## src/design/cds_pkg.sv

```systemverilog
// Shared constants, state codes and card decode for the card deck shuffler.
`timescale 1ns / 1ps

package cds_pkg;

  localparam int SUIT_COUNT     = 4;
  localparam int RANKS_PER_SUIT = 13;
  localparam int LOWEST_RANK    = 2;
  localparam int DECK_CARDS     = SUIT_COUNT * RANKS_PER_SUIT;
  localparam int STORE_DEPTH    = 52;

  localparam int CODE_W = 6;
  localparam int SLOT_W = 6;
  localparam int WORD_W = 31;
  localparam int CNT_W  = $clog2(WORD_W);
  localparam int SUIT_W = 2;
  localparam int RANK_W = 4;

  typedef logic [CODE_W-1:0] code_t;
  typedef logic [SLOT_W-1:0] slot_t;

  typedef enum logic [6:0] {
    ST_IDLE  = 7'b0000001,
    ST_DIV   = 7'b0000010,
    ST_RD_I  = 7'b0000100,
    ST_RD_J  = 7'b0001000,
    ST_CAP_J = 7'b0010000,
    ST_WR_I  = 7'b0100000,
    ST_WR_J  = 7'b1000000
  } state_e;

  typedef struct packed {
    logic [SUIT_W-1:0] suit;
    logic [RANK_W-1:0] rank;
  } card_t;

  // Split a card code into suit and rank by comparing against suit boundaries.
  function automatic card_t decode_card(code_t code);
    card_t                res;
    logic [SUIT_W-1:0]    suit;
    logic [CODE_W-1:0]    base;
    suit = '0;
    base = '0;
    for (int s = 1; s < SUIT_COUNT; s++) begin
      if (code >= CODE_W'(s * RANKS_PER_SUIT)) begin
        suit = SUIT_W'(s);
        base = CODE_W'(s * RANKS_PER_SUIT);
      end
    end
    res.suit = suit;
    res.rank = RANK_W'(code - base) + RANK_W'(LOWEST_RANK);
    return res;
  endfunction

endpackage

```

## src/design/cds_ram.sv

```systemverilog
// Generic single-write, single-read RAM with registered read data.
`timescale 1ns / 1ps

module cds_ram #(
  parameter int WIDTH = 8,
  parameter int DEPTH = 16,
  parameter int AW    = $clog2(DEPTH)
) (
  input  logic             clk_i,
  input  logic             we_i,
  input  logic [AW-1:0]    waddr_i,
  input  logic [WIDTH-1:0] wdata_i,
  input  logic [AW-1:0]    raddr_i,
  output logic [WIDTH-1:0] rdata_o
);

  logic [WIDTH-1:0] mem [DEPTH];
  logic [WIDTH-1:0] rdata_q;

  always_ff @(posedge clk_i) begin
    if (we_i) begin
      mem[waddr_i] <= wdata_i;
    end
    rdata_q <= mem[raddr_i];
  end

  assign rdata_o = rdata_q;

endmodule

```

## src/design/card_deck_shuffler.sv

```systemverilog
// Top level of the card deck shuffler: sequencer, serial remainder unit and deck store.
`timescale 1ns / 1ps

// One input transfer carries a 31-bit random word and yields one dealt card.
// At slot i the block forms j = i + word mod (cards - i), swaps slots i and j
// of the deck store and returns the suit and rank now fixed at slot i, with
// round_done set on the last slot; the slot counter then wraps and the next
// round reshuffles the order left behind. Each item passes through these steps
// before the next word can be accepted: the word is captured, then runs
// through the bit-serial restoring remainder unit (one word bit per cycle), both
// slots are read through the single read port of the deck RAM, and the swap is
// written back through its single write port. The input stalls from the accept
// until the card is presented. A finished card sits in an output register, so
// the next word is accepted while the previous card still waits. The deck comes
// out of reset in suit-major order (clubs to spades, two to ace) at once: a valid
// bit per slot makes an unwritten slot read as its own index, so no clearing pass.
module card_deck_shuffler (
  input  logic                        clk_i,
  input  logic                        rst_ni,
  input  logic                        in_valid_i,
  output logic                        in_stall_o,
  input  logic [cds_pkg::WORD_W-1:0]  in_random_word_i,
  output logic                        out_valid_o,
  input  logic                        out_stall_i,
  output logic [cds_pkg::SUIT_W-1:0]  out_card_suit_o,
  output logic [cds_pkg::RANK_W-1:0]  out_card_rank_o,
  output logic                        out_round_done_o
);

  cds_pkg::state_e state_q, state_d;

  logic [cds_pkg::WORD_W-1:0] word_q, word_d;
  logic [cds_pkg::CNT_W-1:0]  cnt_q, cnt_d;
  logic [cds_pkg::SLOT_W-1:0] rem_q, rem_d;
  cds_pkg::slot_t             slot_q, slot_d;
  cds_pkg::slot_t             span_q, span_d;
  cds_pkg::slot_t             j_q, j_d;
  cds_pkg::code_t             di_q, di_d;
  cds_pkg::code_t             dj_q, dj_d;
  cds_pkg::slot_t             rd_addr_q;
  logic [cds_pkg::STORE_DEPTH-1:0] valid_q, valid_d;

  logic                       out_valid_q, out_valid_d;
  cds_pkg::card_t             out_card_q, out_card_d;
  logic                       out_last_q, out_last_d;

  logic                       in_xfer;
  logic                       out_free;
  logic                       last_slot;
  logic [cds_pkg::SLOT_W:0]   rem_shift;
  logic                       rem_ge;

  logic                       ram_we;
  cds_pkg::slot_t             ram_waddr;
  cds_pkg::code_t             ram_wdata;
  cds_pkg::slot_t             ram_raddr;
  cds_pkg::code_t             ram_rdata;
  cds_pkg::code_t             rd_code;

  assign in_stall_o = (state_q != cds_pkg::ST_IDLE);
  assign in_xfer    = in_valid_i && !in_stall_o;
  assign out_free   = !out_valid_q || !out_stall_i;
  assign last_slot  = (slot_q == cds_pkg::SLOT_W'(cds_pkg::DECK_CARDS - 1));

  // Restoring remainder step: shift in the next word bit, subtract span if it fits.
  assign rem_shift = {rem_q, word_q[cds_pkg::WORD_W-1]};
  assign rem_ge    = (rem_shift >= {1'b0, span_q});

  // An unwritten slot reads as its reset card, which is its own index.
  assign rd_code = valid_q[rd_addr_q] ? ram_rdata : rd_addr_q;

  always_comb begin
    state_d     = state_q;
    word_d      = word_q;
    cnt_d       = cnt_q;
    rem_d       = rem_q;
    slot_d      = slot_q;
    span_d      = span_q;
    j_d         = j_q;
    di_d        = di_q;
    dj_d        = dj_q;
    valid_d     = valid_q;
    out_valid_d = out_valid_q;
    out_card_d  = out_card_q;
    out_last_d  = out_last_q;
    ram_we      = 1'b0;
    ram_waddr   = slot_q;
    ram_wdata   = dj_q;
    ram_raddr   = slot_q;

    // Drop the output once the consumer takes it.
    if (out_valid_q && !out_stall_i) begin
      out_valid_d = 1'b0;
    end

    unique case (state_q)
      cds_pkg::ST_IDLE: begin
        if (in_xfer) begin
          word_d  = in_random_word_i;
          cnt_d   = cds_pkg::CNT_W'(cds_pkg::WORD_W - 1);
          rem_d   = '0;
          span_d  = cds_pkg::SLOT_W'(cds_pkg::DECK_CARDS) - slot_q;
          state_d = cds_pkg::ST_DIV;
        end
      end
      cds_pkg::ST_DIV: begin
        rem_d  = rem_ge ? cds_pkg::SLOT_W'(rem_shift - {1'b0, span_q})
                        : cds_pkg::SLOT_W'(rem_shift);
        word_d = {word_q[cds_pkg::WORD_W-2:0], 1'b0};
        cnt_d  = cnt_q - 1'b1;
        if (cnt_q == '0) begin
          state_d = cds_pkg::ST_RD_I;
        end
      end
      cds_pkg::ST_RD_I: begin
        // Issue the read of slot i; j is final now.
        j_d       = slot_q + rem_q;
        ram_raddr = slot_q;
        state_d   = cds_pkg::ST_RD_J;
      end
      cds_pkg::ST_RD_J: begin
        di_d      = rd_code;
        ram_raddr = j_q;
        state_d   = cds_pkg::ST_CAP_J;
      end
      cds_pkg::ST_CAP_J: begin
        dj_d    = rd_code;
        state_d = cds_pkg::ST_WR_I;
      end
      cds_pkg::ST_WR_I: begin
        ram_we           = 1'b1;
        ram_waddr        = slot_q;
        ram_wdata        = dj_q;
        valid_d[slot_q]  = 1'b1;
        state_d          = cds_pkg::ST_WR_J;
      end
      cds_pkg::ST_WR_J: begin
        // Hold the second write until the output register can take the card.
        if (out_free) begin
          ram_we       = 1'b1;
          ram_waddr    = j_q;
          ram_wdata    = di_q;
          valid_d[j_q] = 1'b1;
          out_valid_d  = 1'b1;
          out_card_d   = cds_pkg::decode_card(dj_q);
          out_last_d   = last_slot;
          slot_d       = last_slot ? '0 : slot_q + 1'b1;
          state_d      = cds_pkg::ST_IDLE;
        end
      end
      default: begin
        state_d = cds_pkg::ST_IDLE;
      end
    endcase
  end

  always_ff @(posedge clk_i or negedge rst_ni) begin
    if (!rst_ni) begin
      state_q     <= cds_pkg::ST_IDLE;
      slot_q      <= '0;
      valid_q     <= '0;
      out_valid_q <= 1'b0;
    end else begin
      state_q     <= state_d;
      slot_q      <= slot_d;
      valid_q     <= valid_d;
      out_valid_q <= out_valid_d;
    end
  end

  always_ff @(posedge clk_i) begin
    word_q     <= word_d;
    cnt_q      <= cnt_d;
    rem_q      <= rem_d;
    span_q     <= span_d;
    j_q        <= j_d;
    di_q       <= di_d;
    dj_q       <= dj_d;
    rd_addr_q  <= ram_raddr;
    out_card_q <= out_card_d;
    out_last_q <= out_last_d;
  end

  cds_ram #(
    .WIDTH (cds_pkg::CODE_W),
    .DEPTH (cds_pkg::STORE_DEPTH),
    .AW    (cds_pkg::SLOT_W)
  ) u_deck_ram (
    .clk_i   (clk_i),
    .we_i    (ram_we),
    .waddr_i (ram_waddr),
    .wdata_i (ram_wdata),
    .raddr_i (ram_raddr),
    .rdata_o (ram_rdata)
  );

  assign out_valid_o      = out_valid_q;
  assign out_card_suit_o  = out_card_q.suit;
  assign out_card_rank_o  = out_card_q.rank;
  assign out_round_done_o = out_last_q;

  // Slot counter never leaves the deck.
  a_slot_range: assert property (@(posedge clk_i) disable iff (!rst_ni)
    slot_q < cds_pkg::SLOT_W'(cds_pkg::DECK_CARDS))
    else $error("slot counter outside deck");

  // Swap partner lies between the current slot and the deck end.
  a_j_range: assert property (@(posedge clk_i) disable iff (!rst_ni)
    (state_q == cds_pkg::ST_WR_I) |->
      (j_q >= slot_q) && (j_q < cds_pkg::SLOT_W'(cds_pkg::DECK_CARDS)))
    else $error("swap slot out of range");

  // Remainder is below the span once the division ends.
  a_rem_bound: assert property (@(posedge clk_i) disable iff (!rst_ni)
    (state_q == cds_pkg::ST_RD_I) |-> (rem_q < span_q))
    else $error("remainder not below span");

  // A presented card carries a legal rank.
  a_rank_legal: assert property (@(posedge clk_i) disable iff (!rst_ni)
    out_valid_q |-> (out_card_q.rank >= cds_pkg::RANK_W'(cds_pkg::LOWEST_RANK)) &&
      (out_card_q.rank < cds_pkg::RANK_W'(cds_pkg::LOWEST_RANK + cds_pkg::RANKS_PER_SUIT)))
    else $error("dealt rank out of range");

  // Slot counter wraps to zero after the last slot is dealt.
  a_wrap: assert property (@(posedge clk_i) disable iff (!rst_ni)
    (state_q == cds_pkg::ST_WR_J && out_free && last_slot) |=> (slot_q == '0))
    else $error("slot counter did not wrap after last slot");

endmodule
```

## config.mk

```make
export PLATFORM = sky130hd
export DESIGN_NAME = card_deck_shuffler
export DESIGN_NICKNAME = d
export VERILOG_FILES = /design/src/design/cds_pkg.sv /design/src/design/cds_ram.sv /design/src/design/card_deck_shuffler.sv
export SDC_FILE = /design/constraint.sdc
export NUM_CORES = 1
export LEC_CHECK = 0
export BUFFER_PORTS_ARGS = -buffer_cell sky130_fd_sc_hd__buf_2
export CAP_MARGIN = 20
export CORE_MARGIN = 2
export CORE_UTILIZATION = 65
export DETAILED_ROUTE_END_ITERATION = 8
export PLACE_DENSITY = 0.82
export SLEW_MARGIN = 20
export SYNTH_ARGS = -nofsm -noshare
export SYNTH_HDL_FRONTEND = slang
export SYNTH_HIERARCHICAL = 1
export SYNTH_SLANG_ARGS = --single-unit
```

## constraint.sdc

```tcl
create_clock -name clk_i -period 6.4 [get_ports clk_i]
set_clock_uncertainty 0.1 [all_clocks]
set_input_delay 0.64 -clock clk_i [delete_from_list [all_inputs] [get_ports clk_i]]
set_output_delay 0.64 -clock clk_i [all_outputs]
set_load 0.02 [all_outputs]
```

# == Yosys cells after proc, flatten, opt, wreduce, memory -nomap -nowiden ==
# Memory sizes are Yosys's and may differ from the RTL's. A register that Yosys moved wholly into a read port is not among the register bits.
# Cells that the tools add are included.
# word_totals
ff_bits,145
ramBits,312
in_bits,35
output_inout_bits,9
wordCells,104
memories,1
# op_classes
n_addsub,7
n_lt_le_gt_ge,9
eq_ne,12
muxes,40
n_bitwise,2
n_reduce_logical,17
# memory_table
memory,words,width,rd,rd_clocked_by_memory_dff,wr,line,source
u_deck_ram.mem,52,6,1,1,1,cds_ram.sv:17,logic [WIDTH-1:0] mem [DEPTH];
# ops
operator,count
52-bit bitwise OR,2
52-bit one-hot mux with 2 select lines,1
31-bit one-hot mux with 2 select lines,1
6-bit 2-to-1 mux,9
52-bit 2-to-1 mux,1
7-bit one-hot mux with 7 select lines,1
31-bit 2-to-1 mux,1
6-bit by 7-bit less-than comparator with 1-bit output (second input constant),3
7-bit 2-to-1 mux,3
4-bit 2-to-1 mux,5
1-bit demux with 6-bit select,2
6-bit by 1-bit >= comparator with 1-bit output (second input constant),2
6-bit one-hot mux with 2 select lines,1
1-bit 2-to-1 mux,11
5-bit one-hot mux with 2 select lines,1
2-bit AND reduction,4
7-bit by 1-bit equality test with 1-bit output (second input constant),1
7-bit by 2-bit equality test with 1-bit output (second input constant),1
7-bit by 3-bit equality test with 1-bit output (second input constant),1
7-bit by 4-bit equality test with 1-bit output (second input constant),1
7-bit by 5-bit equality test with 1-bit output (second input constant),1
7-bit by 6-bit equality test with 1-bit output (second input constant),1
7-bit equality test (second input constant),1
7-bit by 6-bit >= comparator with 1-bit output,1
23 further kinds,31

# == Longest topological paths before layout ==
# depth
depth_word,8
mapped_depth,15
mapped_depth_nobuf,10

# == Cells and area by module ==
# Netlist, hierarchy kept.
# by_module_without_submodules
module,n_inst,cells_per_inst,area_per_inst_um2,seq_area_each_um2
cds_ram,1,604,12398.1,9489.1
card_deck_shuffler,1,751,7601.0,3965.1

# == Least setup slack after synthesis ==
# OpenSTA, ideal clock, no wires.
# synth_path
path_kind,flip-flop to flip-flop
from,register state_q[4]
to,memory u_deck_ram/mem[0][1] (netlist name) (data pin)
setup_ns,0.609
arrival_ns,3.187
required_time_ns,5.691
slack_ns,2.504
path_stages_with_launch,8
path_buffers,2
synth_period_minus_slack_ns,3.896
cell_sequence,dfrtp_1 > clkbuf_1 > or4_4 > nor3b_4 > nand2_2 > inv_2 > buf_2 > o21ai_0
# synth_via
elab_chain_cells,2
# synth_rtl
element,line,source
"start, declared",card_deck_shuffler.sv:30,"cds_pkg::state_e state_q, state_d;"
"start signal, assigned",card_deck_shuffler.sv:159,state_q <= cds_pkg::ST_IDLE;
"start signal, assigned",card_deck_shuffler.sv:164,state_q <= state_d;
7-bit equality test,card_deck_shuffler.sv:96,unique case (state_q)
6-bit 2-to-1 mux,card_deck_shuffler.sv:96,
named net ram_wdata[1],card_deck_shuffler.sv:55,cds_pkg::code_t ram_wdata;
"end, declared",cds_ram.sv:17,
# The timed path passes the listed nets, and every way through them passes these cells.

# == Worst setup path after layout ==
# layout_path
from,register state_q[3]
to,"memory u_deck_ram/mem[43][1] (netlist name), enable pin"
# layout_via
word_cells_on_any_way,6
cone_classes,eq/ne (2); mux (4)
# layout_rtl
element,line,source
7-bit equality test,card_deck_shuffler.sv:96,
6-bit 2-to-1 mux,card_deck_shuffler.sv:96,
named net ram_waddr[1],card_deck_shuffler.sv:54,cds_pkg::slot_t ram_waddr;
# The timed path passes the listed nets, and every way through them passes these cells.

==> results_dict.tcl <==
set metrics [dict create \
    timing.slew.headroom_pct 25.1 \
    cts_sinks 463 \
    path_delay_family "simple AND/OR/NAND/NOR gates" \
    static-leakage-power_nw 7.90 \
    synthAdderAreaFrac_pct 1.43 \
    final_cells 1817 \
    finalCritPeriodShare_pct 77.7 \
    dp_cells 1733 \
    cts_setup_buffers 0 \
    r2r_slack_ps 1430 \
    die_height_microns 179 \
    wl_mm 45.3 \
    async_flop_share_pct 14.3 \
    ys_types 69 \
    clock_path_buffers 3 \
    grt.met3_usage_pct 4.64 \
    viasPerCell 6.67 \
    r2r-end "u_deck_ram/mem[43][1]$_DFFE_PP_" \
    synth_xor_area_share_pct 0.657 \
    final-hold-violation-count 0 \
    drv_cap 0 \
    io_buffers 43 \
    drc 0 \
    crit_fanout 29 \
    critPathLaunchType "flip-flop" \
    synth_compound_area_share_pct 6.79 \
    antenna_found_initial 0 \
    synth_nets 1411 \
    clock.fmax_ghz 0.201 \
    critPathBufInv 1 \
    setup_viol 0 \
    synth_edf_count 385 \
    place_ws_ps 1710 \
    cts_buffers 45 \
    min_path_type "input pin to async pin" \
    rsz0062_at_grt "false" \
    ctsHoldBuffers 0 \
    met1_usage_pct 39.9 \
    gp_congestion 0.934 \
    fin_crit_ps 4970 \
    avgSynthCellArea_sq_um 14.8 \
    grt_max_degree 67 \
    ys.flop_type "edfxtp_1" \
    grt_usage_pct 28.6 \
    fin_setup_tns_ps 0 \
    outcome "completed" \
    gr-total-overflow 0 \
    slowest_delay_ps 640 \
    synth_top_family_by_area "multiplexers" \
    cp_num_cells 9 \
    powerDensity_nw_per_um2 298 \
    cp_cell_sequence "or4_4 > nor3b_4 > nand2_2 > inv_2 > nand2_1 > o21ai_1 > nor2b_1 > nand3_1 > nor2_1" \
    crit_path_top_delay_cell "nor3b_4" \
    yosys.area_share.simple_pct 9.89 \
    synth_warnings 6 \
    cp.arrival_ps 5050 \
    antenna_cells 0 \
    antenna_left 0 \
    fp.dieW_microns 179 \
    rows 64 \
    r2r_cells 9 \
    synth-seq-cells 463 \
    synth_top_area_share_pct 57.8 \
    drt_first_pass_iters 8 \
    vias 12100 \
    busiest_layer "met2" \
    design.core.area_sq_um 30400 \
    grt_pass1_vias 12100 \
    ys_seq_area_share_pct 67.3 \
    wl_per_cell_microns 24.9 \
    dpl.hpwl_mm 27.7 \
    nets 1440 \
    cts_resized 0 \
    path_clk_slew_ps 60 \
    die_area_sq_um 32200 \
    cts_tree "built" \
    use_met2_pct 47.4 \
    layout-drive-gt1-share_pct 17.0 \
    cp_data_required_time_ps 6470 \
    synthMuxAreaShare_pct 11.2 \
    insertion_delay_ps 540 \
    yosysMostFrequentCell "edfxtp_1" \
    crit_type "flip-flop to flip-flop" \
    worst_pin_slew_ps 1120 \
    grt_pass1_wl_mm 71.5 \
    cts_max_level 2 \
    maxSlewViolCount 0 \
    synth_area_leaders "edfxtp_1, mux4_2, dfrtp_1, nand2_1, a21o_1" \
    pin_count 44 \
    synth_largest_area_cell "edfxtp_1" \
    syn-cell-area_sq_um 20000 \
    netlist_top_cells_count "edfxtp_1, nand2_1, nor2_1, mux4_2, dfrtp_1" \
    peakVddDrop_v 0.000274 \
    start_util_pct 65.7 \
    cp-end-kind "flip-flop" \
    total_power_mw 6.57 \
    root_buffer "clkbuf_16" \
    syn_inst 1355 \
    drt_iter0_markers 1633 \
    r2r-start "state_q[3]$_DFFE_PN0P_" \
    area_growth_pct 10.4 \
    finalWorstSetupSlack_ps 1430 \
]
[worst reg2reg max path, stage by stage, from the launching register on]
cell and delay (ps):
dfrtp_1 440, or4_4 610, nor3b_4 650, nand2_2 330, inv_2 520, nand2_1 100, o21ai_1 440, nor2b_1 320
nand3_1 480, nor2_1 610
[cell type report]
cell class	count	area, sq um
Inverter	40	150
Timing Repair Buffer	62	382
Clock buffer	57	1230
Multi-Input combinational cell	772	6060
Tap cell	396	495
Fill cell	1829	8360
Clock inverter	27	292
Sequential cell	463	13500
[cells in the final DEF, fill, tap and decap left out, types with 9 or more instances in the layout]
cell and instances:
nand4_1 9, o21ai_0 15, nor3_1 20, inv_1 38, nor2_1 81, mux2i_1 29, clkbuf_16 47, ha_1 18
o21ai_1 15, mux4_2 79, dfxtp_1 12, buf_4 17, dfrtp_1 65, edfxtp_1 385, a21o_1 54, or3_1 10
xnor2_1 9, nand2b_1 15, nor2b_1 13, nand3b_1 19, a22oi_1 9, clkinv_2 9, nand2_1 184, buf_2 43
a21oi_1 11, nand3_1 26, o22ai_1 55
[state kept, by name, indices dropped and copies added (netlist names)]
| signal | count |
|---|---|
| u_deck_ram/rdata_o | 6 |
| di_q | 6 |
| state_q | 7 |
| out_card_rank_o | 4 |
| cnt_q | 5 |
| u_deck_ram/mem | 312 |
| dj_q | 6 |
| span_q | 6 |
| slot_q | 6 |
| valid_q | 52 |
| rd_addr_q | 6 |
| word_q | 31 |
| out_card_suit_o | 2 |
| out_valid_o | 1 |
| out_round_done_o | 1 |
| rem_q | 6 |
| j_q | 6 |
[routing by layer]
metal	vias up	part of all wire (%)
li1	5227	-
met2	735	49
met3	127	8.9
met5	-	0
met1	6036	38
met4	0	3.4
[through the flow]
step                      util (%)  area [sq um]  hold WS, ps
final                         72.5         22100          173
after global routing          72.5         22100          168
after CTS                     72.5         22100          163
after detailed placement      67.5         20500          339
after global placement        67.4         20500          334
after floorplan                  -         20000          244
[how the worst max path moves through the flow]
stage / start / end / slack [ps]
final: state_q[3]$_DFFE_PN0P_ / u_deck_ram/mem[43][1]$_DFFE_PP_ / 1430
after global routing: state_q[1]$_DFFE_PN0P_ / u_deck_ram/mem[27][2]$_DFFE_PP_ / 1190
after global placement: state_q[3]$_DFFE_PN0P_ / u_deck_ram/mem[27][2]$_DFFE_PP_ / 1900
after detailed placement: state_q[3]$_DFFE_PN0P_ / u_deck_ram/mem[43][0]$_DFFE_PP_ / 1710
after CTS: state_q[3]$_DFFE_PN0P_ / u_deck_ram/mem[43][2]$_DFFE_PP_ / 1590
after floorplan: state_q[4]$_DFFE_PN0P_ / u_deck_ram/mem[0][1]$_DFFE_PP_ / 2500
[cells by family (layout without fill, tap and decap cells)]
logic type | Yosys count | count (layout)
DFF | 463 | 463
adders and majority gates | 21 | 21
muxes | 117 | 117
xor gates and xnor gates | 15 | 15
and+or+nand+nor | 416 | 416
buffers and inverters | 120 | 186
AOI/OAI and AO/OA | 203 | 203
[power by group]
group,switching [mW],leakage (nW),internal (mW)
Sequential,0.0590,4.42,3.40
Combinational,0.263,2.74,0.142
Clock,1.10,0.743,1.61
(Power assumes the default switching activity.)
